--- src/rtl/core/ulb_pkg.sv ---
`timescale 1ns / 1ps

package ulb_pkg;

    // Default picture geometry
    localparam int VIEW_W_DEF    = 320;
    localparam int VIEW_H_DEF    = 200;
    localparam int MAX_SCALE_DEF = 12;

    // Field widths
    localparam int WIN_W     = 12;
    localparam int IDX_W     = 16;
    localparam int COLOR_W   = 32;
    localparam int SCALE_W   = 4;
    localparam int CFG_IDX_W = 2;

    // Register reset values
    localparam logic [WIN_W-1:0]   WIDTH_RESET  = 12'd640;
    localparam logic [WIN_W-1:0]   HEIGHT_RESET = 12'd400;
    localparam logic [COLOR_W-1:0] BG_RESET     = 32'd0;

    // Configuration register indexes
    typedef enum logic [CFG_IDX_W-1:0] {
        REG_WINDOW_WIDTH  = 2'd0,
        REG_WINDOW_HEIGHT = 2'd1,
        REG_BACKGROUND    = 2'd2
    } t_cfg_reg;

    // Fit derivation sequencer
    typedef enum logic [1:0] {
        FIT_IDLE,
        FIT_SCALE,
        FIT_PLACE
    } t_fit_state;

    // Placement of the picture in the window
    typedef struct packed {
        logic               busy;
        logic [SCALE_W-1:0] scale;
        logic [WIN_W-1:0]   left;
        logic [WIN_W-1:0]   top;
        logic [WIN_W-1:0]   xlim;
        logic [WIN_W-1:0]   ylim;
        logic [WIN_W-1:0]   wlast;
        logic [WIN_W-1:0]   hlast;
    } t_fit;

    // Raster position flags for the current window pixel
    typedef struct packed {
        logic in_pic;
        logic lend;
        logic fend;
    } t_pos;

endpackage

--- src/rtl/core/ulb_if.sv ---


// Configuration write channel
interface ulb_cfg_if;
    logic                          valid;
    logic                          ready;
    logic [ulb_pkg::CFG_IDX_W-1:0] index;
    logic [ulb_pkg::COLOR_W-1:0]   data;

    modport source (output valid, output index, output data, input ready);
    modport sink   (input valid, input index, input data, output ready);
endinterface

--- src/rtl/core/ulb_fit.sv ---
`timescale 1ns / 1ps

module ulb_fit #(
    parameter int VIEW_W    = ulb_pkg::VIEW_W_DEF,
    parameter int VIEW_H    = ulb_pkg::VIEW_H_DEF,
    parameter int MAX_SCALE = ulb_pkg::MAX_SCALE_DEF
) (
    input  logic                        i_clk,
    input  logic                        i_rst_n,
    ulb_cfg_if.sink                     i_cfg,
    output ulb_pkg::t_fit               o_fit,
    output logic [ulb_pkg::COLOR_W-1:0] o_bg,
    output logic                        o_restart
);

    localparam int WW       = ulb_pkg::WIN_W;
    localparam int SW       = ulb_pkg::SCALE_W;
    localparam int BIG      = (VIEW_W > VIEW_H) ? VIEW_W : VIEW_H;
    localparam int PROD_RAW = $clog2(BIG * MAX_SCALE + 1);
    localparam int PW       = ((PROD_RAW > WW) ? PROD_RAW : WW) + 1;

    logic [WW-1:0]               r_width;
    logic [WW-1:0]               r_height;
    logic [ulb_pkg::COLOR_W-1:0] r_bg;
    ulb_pkg::t_fit_state         r_state;
    ulb_pkg::t_fit_state         n_state;

    logic [SW-1:0] r_scale, n_scale;
    logic [WW-1:0] r_left, n_left, r_top, n_top;
    logic [WW-1:0] r_xlim, n_xlim, r_ylim, n_ylim;
    logic [WW-1:0] r_wlast, r_hlast;

    logic          cfg_wr;
    logic [WW-1:0] w_eff, h_eff;
    logic [PW-1:0] vw, vh;

    assign i_cfg.ready = 1'b1;
    assign cfg_wr      = i_cfg.valid && i_cfg.ready;
    assign o_restart   = cfg_wr && ((i_cfg.index == ulb_pkg::REG_WINDOW_WIDTH) ||
                                    (i_cfg.index == ulb_pkg::REG_WINDOW_HEIGHT));

    // A zero size counts as one pixel
    assign w_eff = (r_width == '0) ? WW'(1) : r_width;
    assign h_eff = (r_height == '0) ? WW'(1) : r_height;

    // Registers and sequencer state
    always_ff @(posedge i_clk) begin
        if (!i_rst_n) begin
            r_width  <= ulb_pkg::WIDTH_RESET;
            r_height <= ulb_pkg::HEIGHT_RESET;
            r_bg     <= ulb_pkg::BG_RESET;
            r_state  <= ulb_pkg::FIT_SCALE;
        end else begin
            r_state <= n_state;
            if (cfg_wr) begin
                case (i_cfg.index)
                    ulb_pkg::REG_WINDOW_WIDTH:  r_width  <= i_cfg.data[WW-1:0];
                    ulb_pkg::REG_WINDOW_HEIGHT: r_height <= i_cfg.data[WW-1:0];
                    ulb_pkg::REG_BACKGROUND:    r_bg     <= i_cfg.data;
                    default: ;
                endcase
            end
        end
    end

    // Next state: scale first, then offsets and limits
    always_comb begin
        case (r_state)
            ulb_pkg::FIT_SCALE: n_state = ulb_pkg::FIT_PLACE;
            ulb_pkg::FIT_PLACE: n_state = ulb_pkg::FIT_IDLE;
            default:            n_state = ulb_pkg::FIT_IDLE;
        endcase
        if (o_restart) begin
            n_state = ulb_pkg::FIT_SCALE;
        end
    end

    // Largest whole scale that fits both directions
    always_comb begin
        n_scale = SW'(1);
        for (int k = 2; k <= MAX_SCALE; k++) begin
            if ((PW'(w_eff) >= PW'(VIEW_W * k)) && (PW'(h_eff) >= PW'(VIEW_H * k))) begin
                n_scale = SW'(k);
            end
        end
    end

    // Centered offsets and drawn extents
    assign vw = PW'(VIEW_W) * PW'(r_scale);
    assign vh = PW'(VIEW_H) * PW'(r_scale);

    always_comb begin
        n_left = (PW'(w_eff) > vw) ? WW'((PW'(w_eff) - vw) >> 1) : '0;
        n_top  = (PW'(h_eff) > vh) ? WW'((PW'(h_eff) - vh) >> 1) : '0;
        n_xlim = (vw < PW'(w_eff)) ? WW'(vw) : w_eff;
        n_ylim = (vh < PW'(h_eff)) ? WW'(vh) : h_eff;
    end

    always_ff @(posedge i_clk) begin
        if (r_state == ulb_pkg::FIT_SCALE) begin
            r_scale <= n_scale;
        end
        if (r_state == ulb_pkg::FIT_PLACE) begin
            r_left  <= n_left;
            r_top   <= n_top;
            r_xlim  <= n_xlim;
            r_ylim  <= n_ylim;
            r_wlast <= w_eff - WW'(1);
            r_hlast <= h_eff - WW'(1);
        end
    end

    always_comb begin
        o_fit.busy  = (r_state != ulb_pkg::FIT_IDLE);
        o_fit.scale = r_scale;
        o_fit.left  = r_left;
        o_fit.top   = r_top;
        o_fit.xlim  = r_xlim;
        o_fit.ylim  = r_ylim;
        o_fit.wlast = r_wlast;
        o_fit.hlast = r_hlast;
    end

    assign o_bg = r_bg;

endmodule

--- src/flat_wrapper.sv ---
// flat-port wrapper written by rule: the top's interface ports become plain ports
module ulb_fit_flat 
#(
    parameter int VIEW_W    = ulb_pkg::VIEW_W_DEF,
    parameter int VIEW_H    = ulb_pkg::VIEW_H_DEF,
    parameter int MAX_SCALE = ulb_pkg::MAX_SCALE_DEF
)
  (i_clk, i_rst_n, o_fit, o_bg, o_restart, i_cfg_valid, i_cfg_index, i_cfg_data, i_cfg_ready);
  ulb_cfg_if i_cfg_i ();
  input  logic i_clk;
  input  logic i_rst_n;
  output ulb_pkg::t_fit o_fit;
  output logic [ulb_pkg::COLOR_W-1:0] o_bg;
  output logic o_restart;
  input wire logic [$bits(i_cfg_i.valid)-1:0] i_cfg_valid;
  input wire logic [$bits(i_cfg_i.index)-1:0] i_cfg_index;
  input wire logic [$bits(i_cfg_i.data)-1:0] i_cfg_data;
  output wire logic [$bits(i_cfg_i.ready)-1:0] i_cfg_ready;
  assign i_cfg_i.valid = i_cfg_valid;
  assign i_cfg_i.index = i_cfg_index;
  assign i_cfg_i.data = i_cfg_data;
  assign i_cfg_ready = i_cfg_i.ready;
  ulb_fit #(.VIEW_W(VIEW_W), .VIEW_H(VIEW_H), .MAX_SCALE(MAX_SCALE)) u_core (.i_clk(i_clk), .i_rst_n(i_rst_n), .i_cfg(i_cfg_i), .o_fit(o_fit), .o_bg(o_bg), .o_restart(o_restart));
endmodule
--- config.mk ---
export PLATFORM = sky130hd
export DESIGN_NAME = ulb_fit_flat
export DESIGN_NICKNAME = d
export VERILOG_FILES = /design/src/rtl/core/ulb_pkg.sv /design/src/rtl/core/ulb_if.sv /design/src/rtl/core/ulb_fit.sv /design/src/flat_wrapper.sv
export SDC_FILE = /design/constraint.sdc
export NUM_CORES = 1
export LEC_CHECK = 0
export BUFFER_PORTS_ARGS = -buffer_cell sky130_fd_sc_hd__buf_2
export CORE_ASPECT_RATIO = 0.75
export CORE_MARGIN = 1
export CORE_UTILIZATION = 49
export CTS_CLUSTER_DIAMETER = 150
export CTS_CLUSTER_SIZE = 12
export DETAILED_ROUTE_END_ITERATION = 16
export PLACE_DENSITY = 0.76
export RECOVER_POWER = 25
export SKIP_CTS_REPAIR_TIMING = 1
export SLEW_MARGIN = 40
export SYNTH_ARGS = -nofsm -noshare
export SYNTH_HDL_FRONTEND = slang
export SYNTH_SLANG_ARGS = --single-unit
--- constraint.sdc ---
create_clock -name i_clk -period 3.7 [get_ports i_clk]
set_input_delay 0.185 -clock i_clk [delete_from_list [all_inputs] [get_ports i_clk]]
set_output_delay 0.185 -clock i_clk [all_outputs]
set_load 0.02 [all_outputs]
==> flow_metrics.tcl <==
set metrics [dict create \
    fillers 1121 \
    cts_max_path_buffers 2 \
    root_buffer "clkbuf_16" \
    wirelength_um 16000 \
    cp_max_fo 10 \
    min_to "u_core.o_bg[23]" \
    skew_ns 0.00971 \
    first_pass_iters 7 \
    h-tree-depth 4 \
    r2r_slack_ns 0.15 \
    synthCells 661 \
    core_area_um2 13100 \
    ys_warn_count 0 \
    cts.sinks 134 \
    routabilityCongestion 0.918 \
    drive_above_1_share_pct 22.9 \
    clk_latency_ns 0.43 \
    first_global_vias 4965 \
    report.final.slew_viol_count 59 \
    power_density_nw_per_um2 520 \
    hpwl_um 11800 \
    die_area_um2 13900 \
    crit_path_top_delay_cell "edfxtp_1" \
    global_route.usage.total_pct 24.3 \
    yosysMostFrequentCell "nand2_1" \
    tightest_slew_ns 2.03 \
    hp-class "primary input to flip-flop" \
    setup_viol 0 \
    synth_edf_count 76 \
    fin_setup_tns_ns 0 \
    place_ws_ns 0.0993 \
    crit_chain "ha_1 > ha_1 > inv_1 > fa_1 > ha_1 > a21oi_1 > nor2_1 > o21a_1 > o31a_1 > o21bai_2 > buf_6 > mux2_2" \
    wl_per_cell_um 16.2 \
    fin_ws_ns 0.153 \
    yosysTopAreaCellShare_pct 34.7 \
    cts_tree "yes" \
    r2r_start "u_core.r_scale[1]" \
    diodes 0 \
    numPortBuffers 146 \
    ys_seq_elements 134 \
    grt_overflow 0 \
    initial_core_util_pct 50.4 \
    synth_common_cells "nand2_1, edfxtp_1, dfxtp_1" \
    slew_headroom_pct -35.6 \
    min_from "i_cfg_data[23]" \
    cpMostUsedCell "ha_1" \
    area_growth_pct 22.4 \
    max_clock_freq_ghz 0.282 \
    outcome "complete, but fails checks" \
    syn_area_um2 6590 \
    drc 0 \
    vdd.ir_drop.worst_mv 0.353 \
    netlist-cell-type-count 59 \
    hold_depth 3 \
    nets 872 \
    grt_setup_unrepaired "false" \
    antenna_found_initial 0 \
    drt_iter0_markers 329 \
    path_class "flip-flop to flip-flop" \
    syn_nets 734 \
    cp.arrival_ns 3.73 \
    ios 148 \
    postSynthAreaPerCell_um2 9.96 \
    start_kind "flip-flop" \
    async_flop_share_pct 0 \
    yosysSeqAreaShare_pct 52.3 \
    vias 5238 \
    synth_area_leaders "edfxtp_1, dfxtp_1, nand2_1, ha_1, a21boi_0" \
    grt_max_degree 59 \
    violations "capacitance limit, slew limit" \
    yosysTopAreaCell "edfxtp_1" \
    p_leak_nw 3.23 \
    detail-route-antenna-nets 0 \
    grt_pass1_wl_um 25200 \
    cts_made_buffers 17 \
    end_kind "flip-flop" \
    critPathBufInv 2 \
    maxCapViolCount 1 \
    die-height_um 102 \
    finalCriticalPeriod_ns 3.55 \
    die_w_um 136 \
    synth-main-ff-cell "edfxtp_1" \
    rows 36 \
    r2r_cells 12 \
    max_stage_delay_ns 0.45 \
    hold_viol_final 0 \
    avgViaCountPerCell 5.33 \
    cp.required_ns 3.88 \
    crit_family "adder cells" \
    cts.reportedPaths.clkPinSlew_ns 0.06 \
    r2r-end "u_core.r_ylim[7]" \
    fin_crit_sh_pct 95.9 \
    cp_num_cells 12 \
]
[worst reg2reg max path, delay by kind of cell (launching register included)]
family | cells | cell delay (ns)
buf+inv | 2 | 0.25
mux | 1 | 0.36
flops | 1 | 0.45
compound gates | 4 | 0.85
simple gates | 1 | 0.05
fa+ha+maj | 4 | 1.33
[layout by cell type (no fill, tap or decap), types with 4 or more instances in the layout]
master     netlist  routed
a21boi_0        53      53
a21o_1           5       5
a21oi_1         13      13
a31oi_1          7       7
buf_2            2     118
buf_4            3      19
clkbuf_1        42      29
clkbuf_16        0      18
clkinv_2         0       4
dfxtp_1         58      58
edfxtp_1        76      76
fa_1             4       4
ha_1            32      32
inv_1           34      34
mux2_2           5       5
mux2i_1          5       5
nand2_1        130     130
nand2b_1         6       6
nand3_1         10      10
nand4_1          4       4
nor2_1          34      33
nor2b_1         12      12
nor3_1          19      19
o211ai_1         4       4
o21ai_0         23      23
xnor2_1         18      18
xor2_1           7       7
[state kept, by name, summed over array words and instances (netlist names)]
name             flops
u_core.r_top        12
u_core.r_wlast      12
u_core.r_scale       4
u_core.r_state       2
u_core.r_xlim       12
u_core.r_ylim       12
u_core.r_left       12
u_core.r_width      12
u_core.r_hlast      12
u_core.r_height     12
u_core.o_bg         32
[cell type report]
class	count	area, um^2	area share, %
inverters	34	128	1.58
clock buffers	20	468	5.80
multi-input cells	444	2820	35.0
flip-flops and latches	134	3440	42.7
well taps	171	214	2.65
clock inverters	12	97.6	1.21
repair buffers	168	888	11.0
[where the power goes]
group          switching, W  total [W]  internal, W
Sequential        0.0000391    0.00171      0.00167
Combinational      0.000509   0.000871     0.000362
Clock              0.000642    0.00162     0.000976
[metrics by stage]
step / area (um^2) / utilization [%] / instances / hold WS [ns] / power [W]
after floorplan: 6590 / - / 661 / 0.309 / 0.00233
final: 8060 / 61.7 / 983 / 0.00546 / 0.00420
after global placement: 7470 / 57.2 / 947 / 0.438 / 0.00257
after global routing: 8060 / 61.7 / 983 / 0.0118 / 0.00437
after CTS: 8060 / 61.7 / 981 / -0.00932 / 0.00421
after detailed placement: 7490 / 57.3 / 949 / 0.446 / 0.00259
[metal layers]
metal / GRT usage [%] / share of wire (%) / vias up
met5: 0 / 0 / -
met4: 8.03 / 1.1 / 0
met3: 7.64 / 7.2 / 14
met2: 37.4 / 45 / 202
met1: 32.5 / 47 / 2465
li1: - / - / 2557
[kinds of logic (layout without fill, tap and decap cells)]
kind of cell    count (synthesis)  after routing  share of synthesized area (%)
buf+inv                        83            234                           4.94
simple gates                  239            239                           16.4
flops                         134            134                           52.3
other cells                     1              1                         0.0569
mux                            10             10                           1.62
xor+xnor                       25             25                           3.33
fa+ha+maj                      36             36                           7.30
compound gates                133            133                           14.1
[worst max path at each step]
stage | end | start | slack (ns)
3_5_place_dp | u_core.r_ylim[10] | u_core.r_scale[1] | 0.1
2_1_floorplan | u_core.r_ylim[5] | u_core.r_scale[1] | 0.11
3_3_place_gp | u_core.r_ylim[5] | u_core.r_scale[1] | 0.19
4_1_cts | u_core.r_ylim[10] | u_core.r_scale[1] | 0.06
5_1_grt | u_core.r_ylim[10] | u_core.r_scale[1] | 0.04
6_report | u_core.r_ylim[7] | u_core.r_scale[1] | 0.15
(Power assumes the default switching activity.)
