[src/rtl/core/ulb_pkg.sv]
`timescale 1ns / 1ps

package ulb_pkg;

    // Default picture geometry
    localparam int VIEW_W_DEF    = 320;
    localparam int VIEW_H_DEF    = 200;
    localparam int MAX_SCALE_DEF = 12;

    // Field widths
    localparam int WIN_W     = 12;
    localparam int IDX_W     = 16;
    localparam int COLOR_W   = 32;
    localparam int SCALE_W   = 4;
    localparam int CFG_IDX_W = 2;

    // Register reset values
    localparam logic [WIN_W-1:0]   WIDTH_RESET  = 12'd640;
    localparam logic [WIN_W-1:0]   HEIGHT_RESET = 12'd400;
    localparam logic [COLOR_W-1:0] BG_RESET     = 32'd0;

    // Configuration register indexes
    typedef enum logic [CFG_IDX_W-1:0] {
        REG_WINDOW_WIDTH  = 2'd0,
        REG_WINDOW_HEIGHT = 2'd1,
        REG_BACKGROUND    = 2'd2
    } t_cfg_reg;

    // Fit derivation sequencer
    typedef enum logic [1:0] {
        FIT_IDLE,
        FIT_SCALE,
        FIT_PLACE
    } t_fit_state;

    // Placement of the picture in the window
    typedef struct packed {
        logic               busy;
        logic [SCALE_W-1:0] scale;
        logic [WIN_W-1:0]   left;
        logic [WIN_W-1:0]   top;
        logic [WIN_W-1:0]   xlim;
        logic [WIN_W-1:0]   ylim;
        logic [WIN_W-1:0]   wlast;
        logic [WIN_W-1:0]   hlast;
    } t_fit;

    // Raster position flags for the current window pixel
    typedef struct packed {
        logic in_pic;
        logic lend;
        logic fend;
    } t_pos;

endpackage

[src/rtl/core/ulb_raster.sv]
`timescale 1ns / 1ps

module ulb_raster #(
    parameter int VIEW_W = ulb_pkg::VIEW_W_DEF,
    parameter int VIEW_H = ulb_pkg::VIEW_H_DEF,
    parameter int ADDR_W = 16
) (
    input  logic                i_clk,
    input  logic                i_rst_n,
    input  ulb_pkg::t_fit       i_fit,
    input  logic                i_restart,
    input  logic                i_step,
    output ulb_pkg::t_pos       o_pos,
    output logic [ADDR_W-1:0]   o_addr
);

    localparam int WW  = ulb_pkg::WIN_W;
    localparam int SW  = ulb_pkg::SCALE_W;
    localparam int VXW = $clog2(VIEW_W + 1);
    localparam int VYW = $clog2(VIEW_H + 1);

    logic [WW-1:0]  r_col, n_col, r_row, n_row;
    logic [VXW-1:0] r_vx, n_vx;
    logic [VYW-1:0] r_vy, n_vy;
    logic [SW-1:0]  r_xph, n_xph, r_yph, n_yph;
    logic [SW-1:0]  smax;
    logic           h_in, v_in, lend, fend;

    // Position inside the drawn picture
    assign h_in = (r_col >= i_fit.left) && ((r_col - i_fit.left) < i_fit.xlim);
    assign v_in = (r_row >= i_fit.top) && ((r_row - i_fit.top) < i_fit.ylim);
    assign lend = (r_col >= i_fit.wlast);
    assign fend = lend && (r_row >= i_fit.hlast);
    assign smax = i_fit.scale - SW'(1);

    assign o_pos.in_pic = h_in && v_in;
    assign o_pos.lend   = lend;
    assign o_pos.fend   = fend;
    assign o_addr       = ADDR_W'(r_vy) * ADDR_W'(VIEW_W) + ADDR_W'(r_vx);

    // Raster advance with block phase counters standing in for the divide
    always_comb begin
        n_col = r_col;
        n_row = r_row;
        n_vx  = r_vx;
        n_vy  = r_vy;
        n_xph = r_xph;
        n_yph = r_yph;
        if (lend) begin
            n_col = '0;
            n_vx  = '0;
            n_xph = '0;
            if (fend) begin
                n_row = '0;
                n_vy  = '0;
                n_yph = '0;
            end else begin
                n_row = r_row + WW'(1);
                if (r_row >= i_fit.top) begin
                    if (r_yph == smax) begin
                        n_yph = '0;
                        n_vy  = r_vy + VYW'(1);
                    end else begin
                        n_yph = r_yph + SW'(1);
                    end
                end
            end
        end else begin
            n_col = r_col + WW'(1);
            if (r_col >= i_fit.left) begin
                if (r_xph == smax) begin
                    n_xph = '0;
                    n_vx  = r_vx + VXW'(1);
                end else begin
                    n_xph = r_xph + SW'(1);
                end
            end
        end
    end

    always_ff @(posedge i_clk) begin
        if (!i_rst_n || i_restart) begin
            r_col <= '0;
            r_row <= '0;
            r_vx  <= '0;
            r_vy  <= '0;
            r_xph <= '0;
            r_yph <= '0;
        end else if (i_step) begin
            r_col <= n_col;
            r_row <= n_row;
            r_vx  <= n_vx;
            r_vy  <= n_vy;
            r_xph <= n_xph;
            r_yph <= n_yph;
        end
    end

endmodule

[config.mk]
export PLATFORM = sky130hd
export DESIGN_NAME = ulb_raster
export DESIGN_NICKNAME = d
export VERILOG_FILES = /design/src/rtl/core/ulb_pkg.sv /design/src/rtl/core/ulb_raster.sv
export SDC_FILE = /design/constraint.sdc
export NUM_CORES = 1
export LEC_CHECK = 0
export BUFFER_PORTS_ARGS = -buffer_cell sky130_fd_sc_hd__buf_2
export CAP_MARGIN = 20
export CORE_MARGIN = 3
export CORE_UTILIZATION = 50
export DETAILED_ROUTE_END_ITERATION = 7
export GPL_TIMING_DRIVEN = 0
export PLACE_DENSITY = 0.82
export REMOVE_ABC_BUFFERS = 1
export SLEW_MARGIN = 20
export SYNTH_ARGS = -nofsm -noshare
export SYNTH_HDL_FRONTEND = slang
export SYNTH_SLANG_ARGS = --single-unit
[constraint.sdc]
create_clock -name i_clk -period 4.7 [get_ports i_clk]
set_input_delay 0.47 -clock i_clk [delete_from_list [all_inputs] [get_ports i_clk]]
set_output_delay 0.47 -clock i_clk [all_outputs]
set_load 0.01 [all_outputs]
==> summary.txt, run 1 <==
Commonest cells after routing, fill and taps aside = buf_2 (99), ha_1 (92), inv_1 (84)
Rows = 36
Post-synthesis register bit count = 49
Synth top area share = 0.2198
Kind of end point of the critical path = primary output
WL per Instance = 13.61 um
Sink Count = 49
Critical Path RT = 4230 ps
Die width = 108.3 um
LEAKAGE = 0.002974 uW
Mapped Area = 5238 um^2
GP Congestion = 0.9451
Port-buffer cells = 98
Final setup violation count = 0
Setup tns final = 0 ps
Clock root cell = clkbuf_8
Synth Warn # = 0
Die ar. = 11740 um^2
Num ports = 100
DP Area = 5771 um^2
Final max-slew violation count = 0
Vias = 4955
CTS tree = yes
CTS Buf Count = 5
Fin cells = 892
DP HPWL = 9919 um
Initial Util = 0.5238
Congestion Overflow GR = 0
Vias per cell = 5.555
Area Growth Syn to Fin = 11.90%
Fillers = 915
Final Cell Area = 5861 um^2
Nets = 935
Setup Crit Path Kind = reg -> out
FFs w/ async S/R, synth = 0
Post-CTS resize count = 0
Worst Path Arrival = 3860 ps
Most common flop cell mapped by yosys = dfxtp_1
Most common cell after layout, fill and taps aside = buf_2
Largest net degree at the start of global routing = 36
Cell total after placement = 883
H-tree level count = 2
Core ar. = 10000 um^2
Max-Cap Viols = 0
Vias in the first global route = 4791
Hold Vio Cnt, Final = 0
Post-synthesis sequential area ratio = 0.1873
CP max FO = 7
Post-Synthesis Cells = 675
Worst hold margin = 498.0 ps
Postcts setup bufs = 0
Synth top area cells = ha_1 (22%), dfxtp_1 (19%), xnor2_1 (6.2%)
Share of cells above drive strength 1 = 0.1528
CTS Buffer Depth = 2
DRC errors left = 0
Run status = completed
RSZ-0062 raised after global routing = false
Post-synth EDFFs = 0
Drt pass-1 iters = 4
Initial DRC count = 168
Later-pin clock latency in the skew report = 300 ps
Final ANT Viol Nets = 0
Hold_buf cts = 0
Pwr dens = 142.3 nW/um^2
Clock Skew = 5.828 ps
Post-synth top area cell = ha_1
Initial antenna violation count = 0
Die Height = 108.3 um
Reg clk slew, reported paths = 80 ps
All-layer global routing usage = 0.2053
N_diodes = 0
Fmax = 231.1 MHz
Period Utilization, post-route = 0.9207
VDD IR max = 0.0001666 V
Routed wire length = 12140 um
CP Launch Type = flop
Slew of the pin with the lowest slew margin = 891.1 ps
Distinct cell type count after synthesis = 56
Rel. slew slack = 0.4037
First-pass GRT wire length = 20270 um
Hold Path Class = reg -> reg
Crit path time final = 4327 ps
Avg Cell Area, Syn = 7.759 um^2
[state kept, by name (all words and copies together) (netlist names)]
register and flops:
r_yph 4, r_col 12, r_row 12, r_vy 8, r_xph 4, r_vx 9
[synth_stat cells (3+ instances only)]
cell        n
nand2b_1   13
o21a_1      7
dfxtp_1    49
o21ai_0    40
nand3_1    20
and3_1     14
nor3b_1     5
a21oi_1    49
nor2b_1     9
fa_1        4
buf_4       8
inv_1      84
a32oi_1     3
clkbuf_1    8
nand4_1    18
a2111oi_0   3
and2_1      6
buf_2       7
xor2_1     24
nand2_1    41
a21o_1      6
o31ai_1     8
nor3_1     10
o211ai_1   13
nor2_1     54
xnor2_1    37
ha_1       92
or2_2       3
[through the flow]
stage / worst slack, ps / util / power, uW
global placement: 663.9 / 0.5766 / 593.3
floorplan: 1140 / - / 536.8
CTS: 363.3 / 0.5851 / 836.2
detailed placement: 541.0 / 0.5771 / 603.4
finish: 372.5 / 0.5861 / 834.3
global route: 135.2 / 0.5861 / 876.2
[final cells by class]
class | count | area, um^2 | area share
Tap cell | 133 | 166.4 | 0.02839
Timing Repair Buffer | 100 | 503.0 | 0.08582
Multi-Input combinational cell | 518 | 3815 | 0.6509
Sequential cell | 49 | 980.9 | 0.1674
Clock buffer | 8 | 80.08 | 0.01366
Inverter | 84 | 315.3 | 0.05380
[per-layer routing]
layer  global-route usage  vias to the layer above  wire length (um)  share of wire
met4              0.03607                        0                85         0.0070
met3              0.02746                        8               564          0.046
met1               0.2506                     2315              5539           0.46
li1                     -                     2514                 -              -
met5                    0                        -                 0              0
met2               0.3863                      118              5950           0.49
[cells by family (layout without fill, tap and decap cells)]
family,count (synthesis),count (layout),synth area share
adders and majority gates,96,96,0.2351
and+or+nand+nor,209,209,0.2047
DFF,49,49,0.1873
muxes,2,2,0.003822
xor gates and xnor gates,62,62,0.1063
buffers and inverters,108,192,0.08481
AOI/OAI and AO/OA,149,149,0.1780
[report_power, final]
part	internal, uW	switching [uW]	leakage (uW)
registers	415	0.808	0.000395
clock network	106	134	0.0000395
logic	83.1	95.6	0.00254
total	604	230	0.00297
[critical path, stage by stage (launching register included)]
cell,delay [ps]
dfxtp_1,470
ha_1,300
nor2b_1,130
o21ai_0,220
a21boi_0,160
o21ai_0,260
a21oi_1,200
a311oi_1,370
xnor2_1,210
ha_1,300
a2111oi_0,420
nand3_1,110
and4b_1,270
buf_2,130
[worst paths after layout]
| kind | from | endpoint | slack [ps] | cells past startpoint |
|---|---|---|---|---|
| max | r_row[1]$_SDFFE_PP0P_ | o_pos[2] | 370 | 13 |
| min | r_vx[8]$_SDFFE_PP0P_ | r_vx[8]$_SDFFE_PP0P_ | 500 | 1 |
| max reg2reg | r_col[0]$_SDFFE_PP0P_ | r_vy[0]$_SDFFE_PP0P_ | 1500 | 10 |
| min reg2reg | r_vx[8]$_SDFFE_PP0P_ | r_vx[8]$_SDFFE_PP0P_ | 500 | 1 |
No activity file was read; power rests on OpenSTA's default activity.
==> inputs of run 2 (changes only) <==
Settings changed: CTS_CLUSTER_SIZE set to 24, RECOVER_POWER set to 50.
==> summary.txt, run 2 (same netlist as run 1, synthesis figures left out) <==
Logic pwr share = 0.214 (about the same)
Worst Path Arrival = 3870 ps (was 3860 ps)
Reg power frac = 0.499 (about the same)
Final ANT Viol Nets = 0 (unchanged)
Cell total after placement = 883 (unchanged)
Nets = 935 (unchanged)
DRC errors left = 0 (unchanged)
Share of cells above drive strength 1 = 0.1331 (was 0.1528)
Vias per cell = 5.573 (was 5.555)
Slew of the pin with the lowest slew margin = 864.5 ps (was 891.1 ps)
Hold Path Class = reg -> reg (unchanged)
Switch Pwr = 228.9 uW (was 229.9 uW)
N_diodes = 0 (unchanged)
Hold Vio Cnt, Final = 0 (unchanged)
Setup tns final = 0 ps (unchanged)
Pwr dens = 142.7 nW/um^2 (was 142.3 nW/um^2)
Commonest cells after routing, fill and taps aside = ha_1 (92), buf_2 (86), inv_1 (84) (was buf_2 (99), ha_1 (92), inv_1 (84))
Die ar. = 11740 um^2 (unchanged)
Core ar. = 10000 um^2 (unchanged)
Die width = 108.3 um (unchanged)
Postcts setup bufs = 0 (unchanged)
Reg clk slew, reported paths = 80 ps (about the same)
Die Height = 108.3 um (unchanged)
Num ports = 100 (unchanged)
Fmax = 230.7 MHz (was 231.1 MHz)
Initial DRC count = 178 (was 168)
Period Utilization, post-route = 0.9225 (was 0.9207)
VDD IR max = 0.0001666 V (about the same)
CTS Buffer Depth = 2 (unchanged)
DP HPWL = 9919 um (unchanged)
Drt pass-1 iters = 5 (was 4)
Kind of end point of the critical path = primary output (unchanged)
GP Congestion = 0.9451 (unchanged)
Vias in the first global route = 4791 (unchanged)
RSZ-0062 raised after global routing = false (unchanged)
Final setup violation count = 0 (unchanged)
Hold_buf cts = 0 (unchanged)
Clock Skew = 6.739 ps (was 5.828 ps)
Rel. slew slack = 0.4215 (was 0.4037)
Vias = 4971 (was 4955)
CP max FO = 7 (unchanged)
Sink Count = 49 (unchanged)
Post-CTS resize count = 0 (unchanged)
Final max-slew violation count = 0 (unchanged)
Fillers = 925 (was 915)
All-layer global routing usage = 0.2053 (unchanged)
Routed wire length = 12090 um (was 12140 um)
WL per Instance = 13.55 um (was 13.61 um)
Run status = completed (unchanged)
CP Launch Type = flop (unchanged)
CTS tree = yes (unchanged)
Fin cells = 892 (unchanged)
Initial Util = 0.5238 (unchanged)
Biggest regs = r_col (12), r_row (12), r_vx (9) (unchanged)
Area Growth Syn to Fin = 11.47% (was 11.90%)
Switch share = 0.2748 (was 0.2756)
Port-buffer cells = 98 (unchanged)
Largest net degree at the start of global routing = 36 (unchanged)
Congestion Overflow GR = 0 (unchanged)
H-tree level count = 2 (unchanged)
LEAKAGE = 0.002911 uW (was 0.002974 uW)
Most common cell after layout, fill and taps aside = ha_1 (was buf_2)
Crit path time final = 4336 ps (was 4327 ps)
Setup Crit Path Kind = reg -> out (unchanged)
First-pass GRT wire length = 20270 um (unchanged)
Initial antenna violation count = 0 (unchanged)
Clock power frac = 0.287 (about the same)
Critical Path RT = 4230 ps (about the same)
Cell Int Power = 604.3 uW (about the same)
Clock root cell = clkbuf_8 (unchanged)
Rows = 36 (unchanged)
Max-Cap Viols = 0 (unchanged)
CTS Buf Count = 5 (unchanged)
Later-pin clock latency in the skew report = 300 ps (about the same)
==> run 2: worst max-delay path, stage by stage (launching register included) <==
cell and delay [ps]:
dfxtp_1 470, ha_1 300, nor2b_1 130, o21ai_0 220, a21boi_0 160, o21ai_0 260
a21oi_1 200, a311oi_1 370, xnor2_1 210, ha_1 300, a2111oi_0 430, nand3_1 120
and4b_1 270, buf_2 130
==> run 2: layout make-up <==
| class | count | area (um^2) | share of cell area |
|---|---|---|---|
| clock buffers | 8 | 80.08 | 0.01372 |
| inverters | 84 | 315.3 | 0.05401 |
| multi-input cells | 518 | 3812 | 0.6530 |
| flip-flops and latches | 49 | 980.9 | 0.1680 |
| well taps | 133 | 166.4 | 0.02850 |
| repair buffers | 100 | 483.0 | 0.08273 |
==> run 2: final timing paths <==
kind                          from                   end  slack, ps  depth (start not counted)
max          r_row[1]$_SDFFE_PP0P_              o_pos[2]        360                         13
min           r_vx[8]$_SDFFE_PP0P_  r_vx[8]$_SDFFE_PP0P_        500                          1
max reg2reg  r_col[0]$_SDFFE_PP0P_  r_vy[0]$_SDFFE_PP0P_       1390                         10
min reg2reg   r_vx[8]$_SDFFE_PP0P_  r_vx[8]$_SDFFE_PP0P_        500                          1
==> run 2: power by group through the flow <==
stage,logic (uW),registers (uW),clock network (uW)
after floorplan,111,426,0
after global placement,168,426,0
after detailed placement,178,426,0
after CTS,179,416,242
after global routing,203,416,257
final,178,416,239
==> run 2: stage by stage <==
stage	setup slack [ps]	utilization	power, uW	hold slack, ps	instance area, um^2
finish	364.5	0.5838	833.2	499.7	5838
global route	135.2	0.5838	876.0	523.4	5838
CTS	363.3	0.5851	836.2	499.4	5851
detailed placement	541.0	0.5771	603.4	487.6	5771
global placement	663.9	0.5766	593.3	472.3	5766
floorplan	1140	-	536.8	440.3	5109
==> run 2: metal layers <==
layer	GRT usage	wire, um
met3	0.02746	586
met1	0.2506	5486
met4	0.03607	85
met2	0.3863	5927
met5	0	0
